===== src/design/itp_pkg.sv =====
// Shared types, constants and character tables for the infix-to-postfix converter.
`default_nettype none

package itp_pkg;

    localparam int STACK_DEPTH = 32;
    localparam int CNT_W       = $clog2(STACK_DEPTH + 1);
    localparam int ADDR_W      = $clog2(STACK_DEPTH);

    typedef logic [2:0] code_t;
    typedef logic [3:0] kind_t;
    typedef logic [1:0] prec_t;
    typedef logic [1:0] status_t;

    localparam code_t CODE_ADD  = 3'd0;
    localparam code_t CODE_SUB  = 3'd1;
    localparam code_t CODE_MUL  = 3'd2;
    localparam code_t CODE_BAR  = 3'd3;
    localparam code_t CODE_CARET = 3'd4;
    localparam code_t CODE_AMP  = 3'd5;
    localparam code_t CODE_HASH = 3'd6;
    localparam code_t CODE_OPEN = 3'd7;

    localparam kind_t KIND_OPEN  = 4'd7;
    localparam kind_t KIND_CLOSE = 4'd8;
    localparam kind_t KIND_OTHER = 4'd9;

    localparam status_t ST_OK       = 2'd0;
    localparam status_t ST_MISMATCH = 2'd1;
    localparam status_t ST_NO_OP    = 2'd2;
    localparam status_t ST_OVERFLOW = 2'd3;

    localparam logic [7:0] CH_ADD   = 8'h2B;
    localparam logic [7:0] CH_SUB   = 8'h2D;
    localparam logic [7:0] CH_MUL   = 8'h2A;
    localparam logic [7:0] CH_BAR   = 8'h7C;
    localparam logic [7:0] CH_CARET = 8'h5E;
    localparam logic [7:0] CH_AMP   = 8'h26;
    localparam logic [7:0] CH_HASH  = 8'h23;
    localparam logic [7:0] CH_OPEN  = 8'h28;
    localparam logic [7:0] CH_CLOSE = 8'h29;
    localparam logic [7:0] CH_DOT   = 8'h2E;
    localparam logic [7:0] CH_APOS  = 8'h27;
    localparam logic [7:0] CH_A     = 8'h41;
    localparam logic [7:0] CH_Z     = 8'h5A;
    localparam logic [7:0] CH_0     = 8'h30;
    localparam logic [7:0] CH_9     = 8'h39;

    typedef struct packed {
        logic  push;
        logic  pop;
        logic  clear;
        code_t code;
    } stack_cmd_t;

    typedef struct packed {
        logic [CNT_W-1:0] count;
        code_t            top;
    } stack_stat_t;

    function automatic kind_t classify(input logic [7:0] c);
        kind_t k;
        case (c)
            CH_ADD:   k = {1'b0, CODE_ADD};
            CH_SUB:   k = {1'b0, CODE_SUB};
            CH_MUL:   k = {1'b0, CODE_MUL};
            CH_BAR:   k = {1'b0, CODE_BAR};
            CH_CARET: k = {1'b0, CODE_CARET};
            CH_AMP:   k = {1'b0, CODE_AMP};
            CH_HASH:  k = {1'b0, CODE_HASH};
            CH_OPEN:  k = KIND_OPEN;
            CH_CLOSE: k = KIND_CLOSE;
            default:  k = KIND_OTHER;
        endcase
        return k;
    endfunction

    function automatic logic [7:0] code_char(input code_t code);
        logic [7:0] c;
        case (code)
            CODE_ADD:   c = CH_ADD;
            CODE_SUB:   c = CH_SUB;
            CODE_MUL:   c = CH_MUL;
            CODE_BAR:   c = CH_BAR;
            CODE_CARET: c = CH_CARET;
            CODE_AMP:   c = CH_AMP;
            CODE_HASH:  c = CH_HASH;
            default:    c = CH_OPEN;
        endcase
        return c;
    endfunction

    function automatic prec_t code_prec(input code_t code);
        prec_t p;
        case (code)
            CODE_ADD, CODE_SUB: p = 2'd1;
            CODE_MUL:           p = 2'd2;
            CODE_OPEN:          p = 2'd0;
            default:            p = 2'd3;
        endcase
        return p;
    endfunction

    function automatic logic is_operand(input logic [7:0] c);
        return (c >= CH_A && c <= CH_Z) || (c >= CH_0 && c <= CH_9) ||
               c == CH_DOT || c == CH_APOS;
    endfunction

endpackage

`default_nettype wire


===== src/design/itp_op_stack.sv =====
// Operator stack: cached top entry, array for the rest, registered read of the entry below.
`default_nettype none

module itp_op_stack
    import itp_pkg::*;
(
    input  wire         clk,
    input  wire         rst_n,
    input  stack_cmd_t  cmd,
    output stack_stat_t stat
);

    logic [CNT_W-1:0]  count_reg, count_next;
    code_t             top_reg, top_next;
    code_t             below_reg;
    code_t             mem [STACK_DEPTH];
    logic [CNT_W-1:0]  wr_full, rd_full;
    logic [ADDR_W-1:0] wr_addr, rd_addr;
    logic              wr_en, rd_en;

    always_comb
    begin
        count_next = count_reg;
        top_next   = top_reg;
        if (cmd.clear)
        begin
            count_next = '0;
        end
        else if (cmd.push)
        begin
            count_next = count_reg + CNT_W'(1);
            top_next   = cmd.code;
        end
        else if (cmd.pop)
        begin
            count_next = count_reg - CNT_W'(1);
            top_next   = below_reg;
        end
    end

    assign wr_full = count_reg - CNT_W'(1);
    assign wr_addr = wr_full[ADDR_W-1:0];
    assign wr_en   = cmd.push && !cmd.clear && (count_reg != '0);
    assign rd_full = count_next - CNT_W'(2);
    assign rd_addr = rd_full[ADDR_W-1:0];
    assign rd_en   = (count_next >= CNT_W'(2));

    always_ff @(posedge clk or negedge rst_n)
    begin
        if (!rst_n)
        begin
            count_reg <= '0;
        end
        else
        begin
            count_reg <= count_next;
        end
    end

    // payload: no reset
    always_ff @(posedge clk)
    begin
        top_reg <= top_next;
        if (wr_en)
        begin
            mem[wr_addr] <= top_reg;
        end
        if (rd_en)
        begin
            if (wr_en && (wr_addr == rd_addr))
            begin
                below_reg <= top_reg;
            end
            else
            begin
                below_reg <= mem[rd_addr];
            end
        end
    end

    assign stat.count = count_reg;
    assign stat.top   = top_reg;

endmodule

`default_nettype wire


===== src/design/infix_to_postfix_converter_top.sv =====
// Infix-to-postfix converter top level: sequencer, status tracking and output register.
//
// Input channel (in_valid / in_stall, in_char, is_final): one expression
// character per transaction; is_final marks the last one.
// Output channel (out_valid / out_stall): each transaction is one postfix
// character (carries_char = 1) or, after the last character, one status
// transaction (carries_char = 0, end_of_expr = 1, status code).
// Timing: an accepted character is processed in the following cycle; a
// plain operand is then written to the output register. Each operator popped
// off the stack goes through the single stack port and is emitted in turn; a
// final flush pops every stacked entry, emitting operators and dropping open
// brackets, and then emits the status. in_stall is high from acceptance
// until the character's work is done.
// Stall: the output register holds a valid transaction while out_stall is high;
// the sequencer waits whenever it has a transaction to emit and that register is held.
// Reset: clears the stack, bracket balance and flags; nothing is emitted.
`default_nettype none

module infix_to_postfix_converter_top
    import itp_pkg::*;
(
    input  wire        clk,
    input  wire        rst_n,
    input  wire        in_valid,
    output logic       in_stall,
    input  wire  [7:0] in_char,
    input  wire        is_final,
    output logic       out_valid,
    input  wire        out_stall,
    output logic [7:0] out_char,
    output logic       carries_char,
    output logic       end_of_expr,
    output logic [1:0] status
);

    localparam logic [1:0] S_IDLE  = 2'd0;
    localparam logic [1:0] S_RUN   = 2'd1;
    localparam logic [1:0] S_FLUSH = 2'd2;

    logic [1:0]  state_reg, state_next;
    logic [7:0]  char_reg;
    logic        final_reg;
    kind_t       kind_reg;
    logic [15:0] balance_reg, balance_next;
    logic        saw_op_reg, saw_op_next;
    logic        ovf_reg, ovf_next;

    logic        out_valid_reg, out_valid_next;
    logic [7:0]  out_char_reg, out_char_next;
    logic        carries_reg, carries_next;
    logic        end_reg, end_next;
    status_t     status_reg, status_next;

    stack_cmd_t  cmd;
    stack_stat_t stat;

    logic        accept, can_emit, nonempty, full, top_open, pop_op;
    kind_t       in_kind;
    logic [1:0]  after_item;
    status_t     final_status;

    itp_op_stack u_stack (
        .clk  (clk),
        .rst_n(rst_n),
        .cmd  (cmd),
        .stat (stat)
    );

    assign in_stall   = (state_reg != S_IDLE);
    assign accept     = in_valid && !in_stall;
    assign in_kind    = classify(in_char);
    assign can_emit   = !out_valid_reg || !out_stall;
    assign nonempty   = (stat.count != '0);
    assign full       = (stat.count == CNT_W'(STACK_DEPTH));
    assign top_open   = (stat.top == CODE_OPEN);
    assign pop_op     = nonempty && !top_open &&
                        (code_prec(stat.top) >= code_prec(kind_reg[2:0]));
    assign after_item = final_reg ? S_FLUSH : S_IDLE;

    always_comb
    begin
        if (balance_reg != '0)
        begin
            final_status = ST_MISMATCH;
        end
        else if (!saw_op_reg)
        begin
            final_status = ST_NO_OP;
        end
        else if (ovf_reg)
        begin
            final_status = ST_OVERFLOW;
        end
        else
        begin
            final_status = ST_OK;
        end
    end

    always_comb
    begin
        state_next    = state_reg;
        balance_next  = balance_reg;
        saw_op_next   = saw_op_reg;
        ovf_next      = ovf_reg;
        cmd           = '0;
        out_valid_next = out_valid_reg && out_stall;
        out_char_next = out_char_reg;
        carries_next  = carries_reg;
        end_next      = end_reg;
        status_next   = status_reg;

        case (state_reg)
            S_IDLE:
            begin
                if (accept)
                begin
                    state_next  = S_RUN;
                    saw_op_next = saw_op_reg || !is_operand(in_char);
                    if (in_kind == KIND_OPEN)
                    begin
                        balance_next = balance_reg + 16'd1;
                    end
                    else if (in_kind == KIND_CLOSE)
                    begin
                        balance_next = balance_reg - 16'd1;
                    end
                end
            end
            S_RUN:
            begin
                if (kind_reg == KIND_OTHER)
                begin
                    if (can_emit)
                    begin
                        out_valid_next = 1'b1;
                        out_char_next  = char_reg;
                        carries_next   = 1'b1;
                        end_next       = 1'b0;
                        status_next    = ST_OK;
                        state_next     = after_item;
                    end
                end
                else if (kind_reg == KIND_CLOSE)
                begin
                    if (!nonempty)
                    begin
                        state_next = after_item;
                    end
                    else if (top_open)
                    begin
                        cmd.pop    = 1'b1;
                        state_next = after_item;
                    end
                    else if (can_emit)
                    begin
                        cmd.pop        = 1'b1;
                        out_valid_next = 1'b1;
                        out_char_next  = code_char(stat.top);
                        carries_next   = 1'b1;
                        end_next       = 1'b0;
                        status_next    = ST_OK;
                    end
                end
                else if (kind_reg != KIND_OPEN && pop_op)
                begin
                    if (can_emit)
                    begin
                        cmd.pop        = 1'b1;
                        out_valid_next = 1'b1;
                        out_char_next  = code_char(stat.top);
                        carries_next   = 1'b1;
                        end_next       = 1'b0;
                        status_next    = ST_OK;
                    end
                end
                else
                begin
                    // operator or open bracket: push, dropped when full
                    if (full)
                    begin
                        ovf_next = 1'b1;
                    end
                    else
                    begin
                        cmd.push = 1'b1;
                        cmd.code = kind_reg[2:0];
                    end
                    state_next = after_item;
                end
            end
            S_FLUSH:
            begin
                if (nonempty)
                begin
                    if (top_open)
                    begin
                        cmd.pop = 1'b1;
                    end
                    else if (can_emit)
                    begin
                        cmd.pop        = 1'b1;
                        out_valid_next = 1'b1;
                        out_char_next  = code_char(stat.top);
                        carries_next   = 1'b1;
                        end_next       = 1'b0;
                        status_next    = ST_OK;
                    end
                end
                else if (can_emit)
                begin
                    out_valid_next = 1'b1;
                    out_char_next  = 8'd0;
                    carries_next   = 1'b0;
                    end_next       = 1'b1;
                    status_next    = final_status;
                    cmd.clear      = 1'b1;
                    balance_next   = '0;
                    saw_op_next    = 1'b0;
                    ovf_next       = 1'b0;
                    state_next     = S_IDLE;
                end
            end
            default:
            begin
                state_next = S_IDLE;
            end
        endcase
    end

    always_ff @(posedge clk or negedge rst_n)
    begin
        if (!rst_n)
        begin
            state_reg     <= S_IDLE;
            balance_reg   <= '0;
            saw_op_reg    <= 1'b0;
            ovf_reg       <= 1'b0;
            out_valid_reg <= 1'b0;
        end
        else
        begin
            state_reg     <= state_next;
            balance_reg   <= balance_next;
            saw_op_reg    <= saw_op_next;
            ovf_reg       <= ovf_next;
            out_valid_reg <= out_valid_next;
        end
    end

    always_ff @(posedge clk)
    begin
        if (accept)
        begin
            char_reg  <= in_char;
            final_reg <= is_final;
            kind_reg  <= in_kind;
        end
        out_char_reg <= out_char_next;
        carries_reg  <= carries_next;
        end_reg      <= end_next;
        status_reg   <= status_next;
    end

    assign out_valid    = out_valid_reg;
    assign out_char     = out_char_reg;
    assign carries_char = carries_reg;
    assign end_of_expr  = end_reg;
    assign status       = status_reg;

endmodule

`default_nettype wire

===== config.mk =====
export PLATFORM = sky130hd
export DESIGN_NAME = infix_to_postfix_converter_top
export DESIGN_NICKNAME = d
export VERILOG_FILES = /design/src/design/itp_pkg.sv /design/src/design/itp_op_stack.sv /design/src/design/infix_to_postfix_converter_top.sv
export SDC_FILE = /design/constraint.sdc
export NUM_CORES = 1
export LEC_CHECK = 0
export ABC_AREA = 0
export BUFFER_PORTS_ARGS = -buffer_cell sky130_fd_sc_hd__buf_2
export CAP_MARGIN = 10
export CELL_PAD_IN_SITES_DETAIL_PLACEMENT = 1
export CELL_PAD_IN_SITES_GLOBAL_PLACEMENT = 1
export CORE_MARGIN = 2
export CORE_UTILIZATION = 45
export DETAILED_ROUTE_END_ITERATION = 6
export GPL_TIMING_DRIVEN = 1
export PLACE_DENSITY = 0.73
export SLEW_MARGIN = 25
export SYNTH_ARGS = -nofsm -noshare
export SYNTH_HDL_FRONTEND = slang
export SYNTH_HIERARCHICAL = 1
export SYNTH_SLANG_ARGS = --single-unit

===== constraint.sdc =====
create_clock -name clk -period 5.2 [get_ports clk]
set_input_delay 1.04 -clock clk [delete_from_list [all_inputs] [get_ports clk]]
set_output_delay 1.04 -clock clk [all_outputs]
set_load 0.02 [all_outputs]

Word level (Yosys, flattened, before mapping) --
Memory sizes are Yosys's and may differ from the RTL's. A register that Yosys moved wholly into a read port is not among the register bits. Cells that the tools add are included.
Word-level totals: logic and storage cells 210, RAM bits 96, output and inout bits 14, memories kept 1, register bits 55
Operators by class: add/sub/neg operators 5, bitwise gates (word level) 1, reductions and logical operators 38, mux-type cells 102, $lt $le $gt $ge 6, equality and inequality tests 43
Memories:
- u_stack.mem | words 32, bits a word 3, rd ports 1, clocked after Yosys merged registers in 1, wr ports 1, RTL line itp_op_stack.sv:16 | code_t mem [STACK_DEPTH];
Operators with widths (count):
- 16-bit two-way mux | 5
- 8-bit by 6-bit equality test with 1-bit output (second input constant) | 9
- 8-bit two-way mux | 9
- 7-bit one-hot mux with 7 select lines | 1
- 2-bit two-way mux | 22
- 1-bit two-way mux | 42
- 4-bit one-hot mux with 9 select lines | 1
- 16-bit one-hot mux with 2 select lines | 1
- 3-bit two-way mux | 7
- 6-bit two-way mux | 3
- 2-bit one-hot mux with 3 select lines | 3
- 16-bit by 1-bit adder with 16-bit output (second input constant) | 1
- 8-bit by 7-bit equality test with 1-bit output (second input constant) | 2
- 8-bit one-hot mux with 2 select lines | 1
- 16-bit nonzero test | 1
- 16-bit by 1-bit subtractor with 16-bit output (second input constant) | 1
- 3-bit equality test (second input constant) | 5
- 2-bit inequality test (second input constant) | 7
- 4-bit equality test (second input constant) | 3
- 4-bit inequality test (second input constant) | 3
- 1-bit one-hot mux with 2 select lines | 6
- 5-bit AND reduction | 2
- 3-bit by 2-bit equality test with 1-bit output (second input constant) | 3
- 1-bit logical AND | 9
- other kinds (30) | 48

Logic depth before layout (Yosys ltp) --
word-level depth 14, mapped depth 21, depth with buffers taken out 19

By module --
The synthesis kept the hierarchy.
By module, submodules not included:
- itp_op_stack | sequential area each 3213.1 sq um, area each 4982.3 sq um, times used 1, cells an instance 386
- infix_to_postfix_converter_top | sequential area each 1276.2 sq um, area each 3479.6 sq um, times used 1, cells an instance 409

Least setup slack after synthesis --
Ideal clock, no wire load.
path type register to register, start register u_stack.top_reg[2], end register u_stack.below_reg[1] (read register of u_stack.mem) (data pin), arrival time 4.708 ns, buffers on the path 2, clock period less this slack 4.970 ns, path slack 0.230 ns, data required time 4.938 ns, stages on the path, launching flop included 22, path through edfxtp_1 clkbuf_1 xnor2_1 and2_1 ha_1 nand2b_1 a21oi_1 or4_1 o22ai_1 nand2_1 a21oi_1 nand3b_1 a21o_1 a21oi_1 inv_1 ha_1 nor2_1 buf_2 a32oi_1 a32oi_1 a32oi_1 mux2_1
RTL lines:
- start, declared | RTL line itp_op_stack.sv:14 | code_t top_reg, top_next;
- start signal, assigned | RTL line itp_op_stack.sv:63 | top_reg <= top_next;
- end, declared | RTL line itp_op_stack.sv:15 | code_t below_reg;

==> impl_metrics.py <==
metrics = {
    "run_status": {
        "outcome": "complete, no violations",
    },
    "clocking": {
        "ctsHoldBuffers": 0,
        "htree_levels": 4,
        "cts.sinks": 154,
        "insertion_delay_ns": 0.44,
        "path_clk_slew_ns": 0.07,
        "cts-root-buf": "clkbuf_16",
        "cts_made_buffers": 17,
        "cts_buffer_depth": 2,
        "cts_tree": "built",
    },
    "yosys": {
        "synth-compound-area-share_pct": 16.29,
        "synth-adder-area-share_pct": 4.495,
        "ys_types": 79,
        "async_reset_ff_share_pct": 17.53,
        "synth_edf_count": 127,
        "ys_warn_count": 6,
        "synth_top_family_by_area": "simple AND/OR/NAND/NOR gates",
        "yosysSeqAreaShare_pct": 53.05,
        "muxShareOfSynthArea_pct": 3.904,
        "ys_ff_latch": 154,
        "synthXorXnorAreaFrac_pct": 2.588,
        "syn_avg_cell_area_um2": 10.64,
        "synth_nets": 837,
        "synth_top_flop_cell": "edfxtp_1",
        "yosys.area_share.simple_pct": 16.52,
        "syn_area_mm2": 0.008462,
        "syn_inst": 795,
    },
    "global_routing": {
        "grt_pass1_vias": 6651,
        "antenna_found_initial": 0,
        "grt_max_degree": 34,
        "track_usage_pct": 23.11,
        "grt_overflow": 0,
        "grt_first_pass_wirelength_um": 35850,
    },
    "layout": {
        "layout.filler_cells": 1988,
        "drive_gt1_share_pct": 13.13,
        "antennaDiodeCount": 0,
        "final_nets": 867,
        "syn2layout_area_growth_pct": 12.38,
        "post-route-util_pct": 51.18,
        "largest_reg_flops": 96,
    },
    "worst_setup_path": {
        "cp.arrival_ns": 4.94,
        "cp.required_ns": 5.38,
        "endpoint_kind": "flip-flop",
        "startpoint_type": "flip-flop",
        "worst-path-max-fanout": 12,
        "crit_type": "reg2reg",
    },
    "timing": {
        "finalCriticalPeriod_ns": 4.758,
        "worst_slack_ns": 0.4424,
        "worst_slew_pin_slew_ns": 0.9713,
        "timing.final.hold_violations": 0,
        "setup_viol": 0,
        "period_share_pct": 91.49,
        "maxSlewHeadroom_pct": 35.25,
        "grt_setup_unrepaired": "no",
        "fmax_mhz": 210.2,
        "fin_skew_ns": 0.009264,
        "whs_ns": 0.5231,
        "maxSlewViolCount": 0,
        "finalSetupTns_ns": 0,
    },
    "pwr": {
        "power_density_mw_per_mm2": 717.5,
        "ir_drop_v": 0.0003320,
        "swShare_pct": 44.36,
        "power_uw": 6823,
        "p_clk_share_pct": 18.8,
        "p_leak_uw": 0.003448,
        "power.switching_uw": 3026,
        "internal_power_uw": 3796,
        "seqPwrFrac_pct": 28.2,
        "combinationalPowerShare_pct": 53.0,
    },
    "floorplan": {
        "die_w_um": 141.1,
        "floorplan.die_area_mm2": 0.01992,
        "rows": 50,
        "start_util_pct": 45.54,
        "core_area_mm2": 0.01858,
        "ios": 27,
        "die_h_um": 141.1,
    },
    "hold_path": {
        "hold_path_class": "reg2reg",
    },
    "route": {
        "post_drt_via_cell_ratio": 5.924,
        "wire_per_inst_um": 20.57,
        "drc": 0,
        "ant_nets": 0,
        "vias": 6350,
        "dr.pass1.iters": 5,
        "routed_wl_um": 22050,
        "drt_iter0_drc": 490,
    },
    "place": {
        "dp_slack_ns": 0.1571,
        "io_buffers": 26,
        "hpwl_um": 15490,
        "gp_congestion": 0.8576,
    },
    "job": {
        "maxCapViolCount": 0,
    },
}
-- layout by cell type, fill, tap and decap left out, types with 3 or more instances in the layout --
cell       count
a21boi_0       3
a21o_1         8
a21oi_1       39
a31oi_1       10
a32oi_1       31
and2_1        11
buf_2         26
buf_4         24
clkbuf_16     17
dfrtp_1       27
edfxtp_1     127
ha_1          28
inv_1         17
inv_6          5
mux2_1         3
mux2_2         3
mux2i_1       24
nand2_1      123
nand2b_1      12
nand3_1       26
nand4_1        3
nor2_1        75
nor2b_1        9
nor3_1         4
nor4_1         5
o211ai_1       5
o21a_1         4
o21ai_0       37
o22ai_1       10
o31ai_1       17
o32ai_1        3
or3_1          4
xnor2_1       17
xor2_1         8
-- through the flow --
stage | area [um2] | std cells
floorplan | 8462 | 795
global placement | 8879 | 1038
detailed placement | 8879 | 1038
CTS | 9488 | 1070
global route | 9509 | 1072
finish | 9509 | 1072
-- final timing paths --
| path | slack [ns] | to | startpoint | cells past startpoint |
|---|---|---|---|---|
| min in group asynchronous | 0.63 | balance_reg[8] | rst_n | 1 |
| max in group asynchronous | 4.12 | u_stack/count_reg[2] | rst_n | 1 |
| max reg2reg | 0.44 | u_stack/below_reg[2] | kind_reg[0] | 20 |
| min | 0.52 | state_reg[1] | state_reg[1] | 2 |
| min reg2reg | 0.52 | state_reg[1] | state_reg[1] | 2 |
| max | 0.44 | u_stack/below_reg[2] | kind_reg[0] | 20 |
-- critical path: stages, from the launching register on --
cell and delay [ns]:
edfxtp_1 0.54, xnor2_1 0.24, nand2_1 0.08, ha_1 0.27, nand2b_1 0.09, a21oi_1 0.08, or4_1 0.52, o22ai_1 0.13
nand2_1 0.07, a21oi_1 0.17, buf_4 0.17, nand3b_1 0.12, a21o_1 0.24, a21oi_2 0.22, inv_1 0.07, ha_1 0.37
and2_2 0.34, a32oi_1 0.14, a32oi_1 0.24, a32oi_1 0.09, mux2_1 0.30
-- power groups by stage --
stage / clock network, uW / registers (uW) / logic (uW)
final: 1290 / 1920 / 3610
after detailed placement: 0 / 1950 / 3550
after CTS: 1310 / 1930 / 3570
after floorplan: 0 / 2000 / 2510
after global placement: 0 / 1940 / 3380
after global routing: 1350 / 1950 / 3960
-- area by class of cell --
type	instances	area [um2]	share of cell area, %
multi-input cells	581	3712	39.04
clock inverters	15	183.9	1.934
repair buffers	51	330.3	3.474
well taps	234	292.8	3.079
inverters	20	75.07	0.7895
clock buffers	17	425.4	4.474
flip-flops and latches	154	4489	47.21
-- Yosys cell counts, drive strengths merged (10+ instances only) --
cell type / instances / share of area (%)
a21oi: 40 / 2.4
a31oi: 10 / 0.74
a32oi: 31 / 3.2
and2: 13 / 0.96
buf: 17 / 1.2
clkbuf: 23 / 1.0
dfrtp: 27 / 8.0
edfxtp: 127 / 45
ha: 28 / 4.1
inv: 19 / 0.84
mux2i: 25 / 3.1
nand2: 123 / 5.5
nand2b: 14 / 1.2
nand3: 27 / 1.7
nor2: 77 / 3.5
o21ai: 40 / 2.4
o22ai: 10 / 0.74
o31ai: 17 / 1.5
xnor2: 17 / 1.8
-- cell families (layout without fill, tap and decap cells) --
group                      after synthesis  after routing
AOI/OAI and AO/OA                      197            197
muxes                                   31             31
DFF                                    154            154
buffers and inverters                   60            103
xor gates and xnor gates                25             25
adders and majority gates               30             30
and+or+nand+nor                        298            298
-- layer usage --
layer  part of all wire (%)  GRT usage (%)  up-vias
met5                      0              0        -
met4                    1.1          5.368        0
met3                    3.0          4.110       18
met2                     53          42.16      112
met1                     43          28.47     3182
li1                       -              -     3038
-- what timing repair did --
action / in CTS / in global routing
resized for setup: 0 / 3
endpoints found under the setup margin: 0 / 3
setup buffers: 0 / 2
Note: power is estimated with default switching activity, not from simulation.
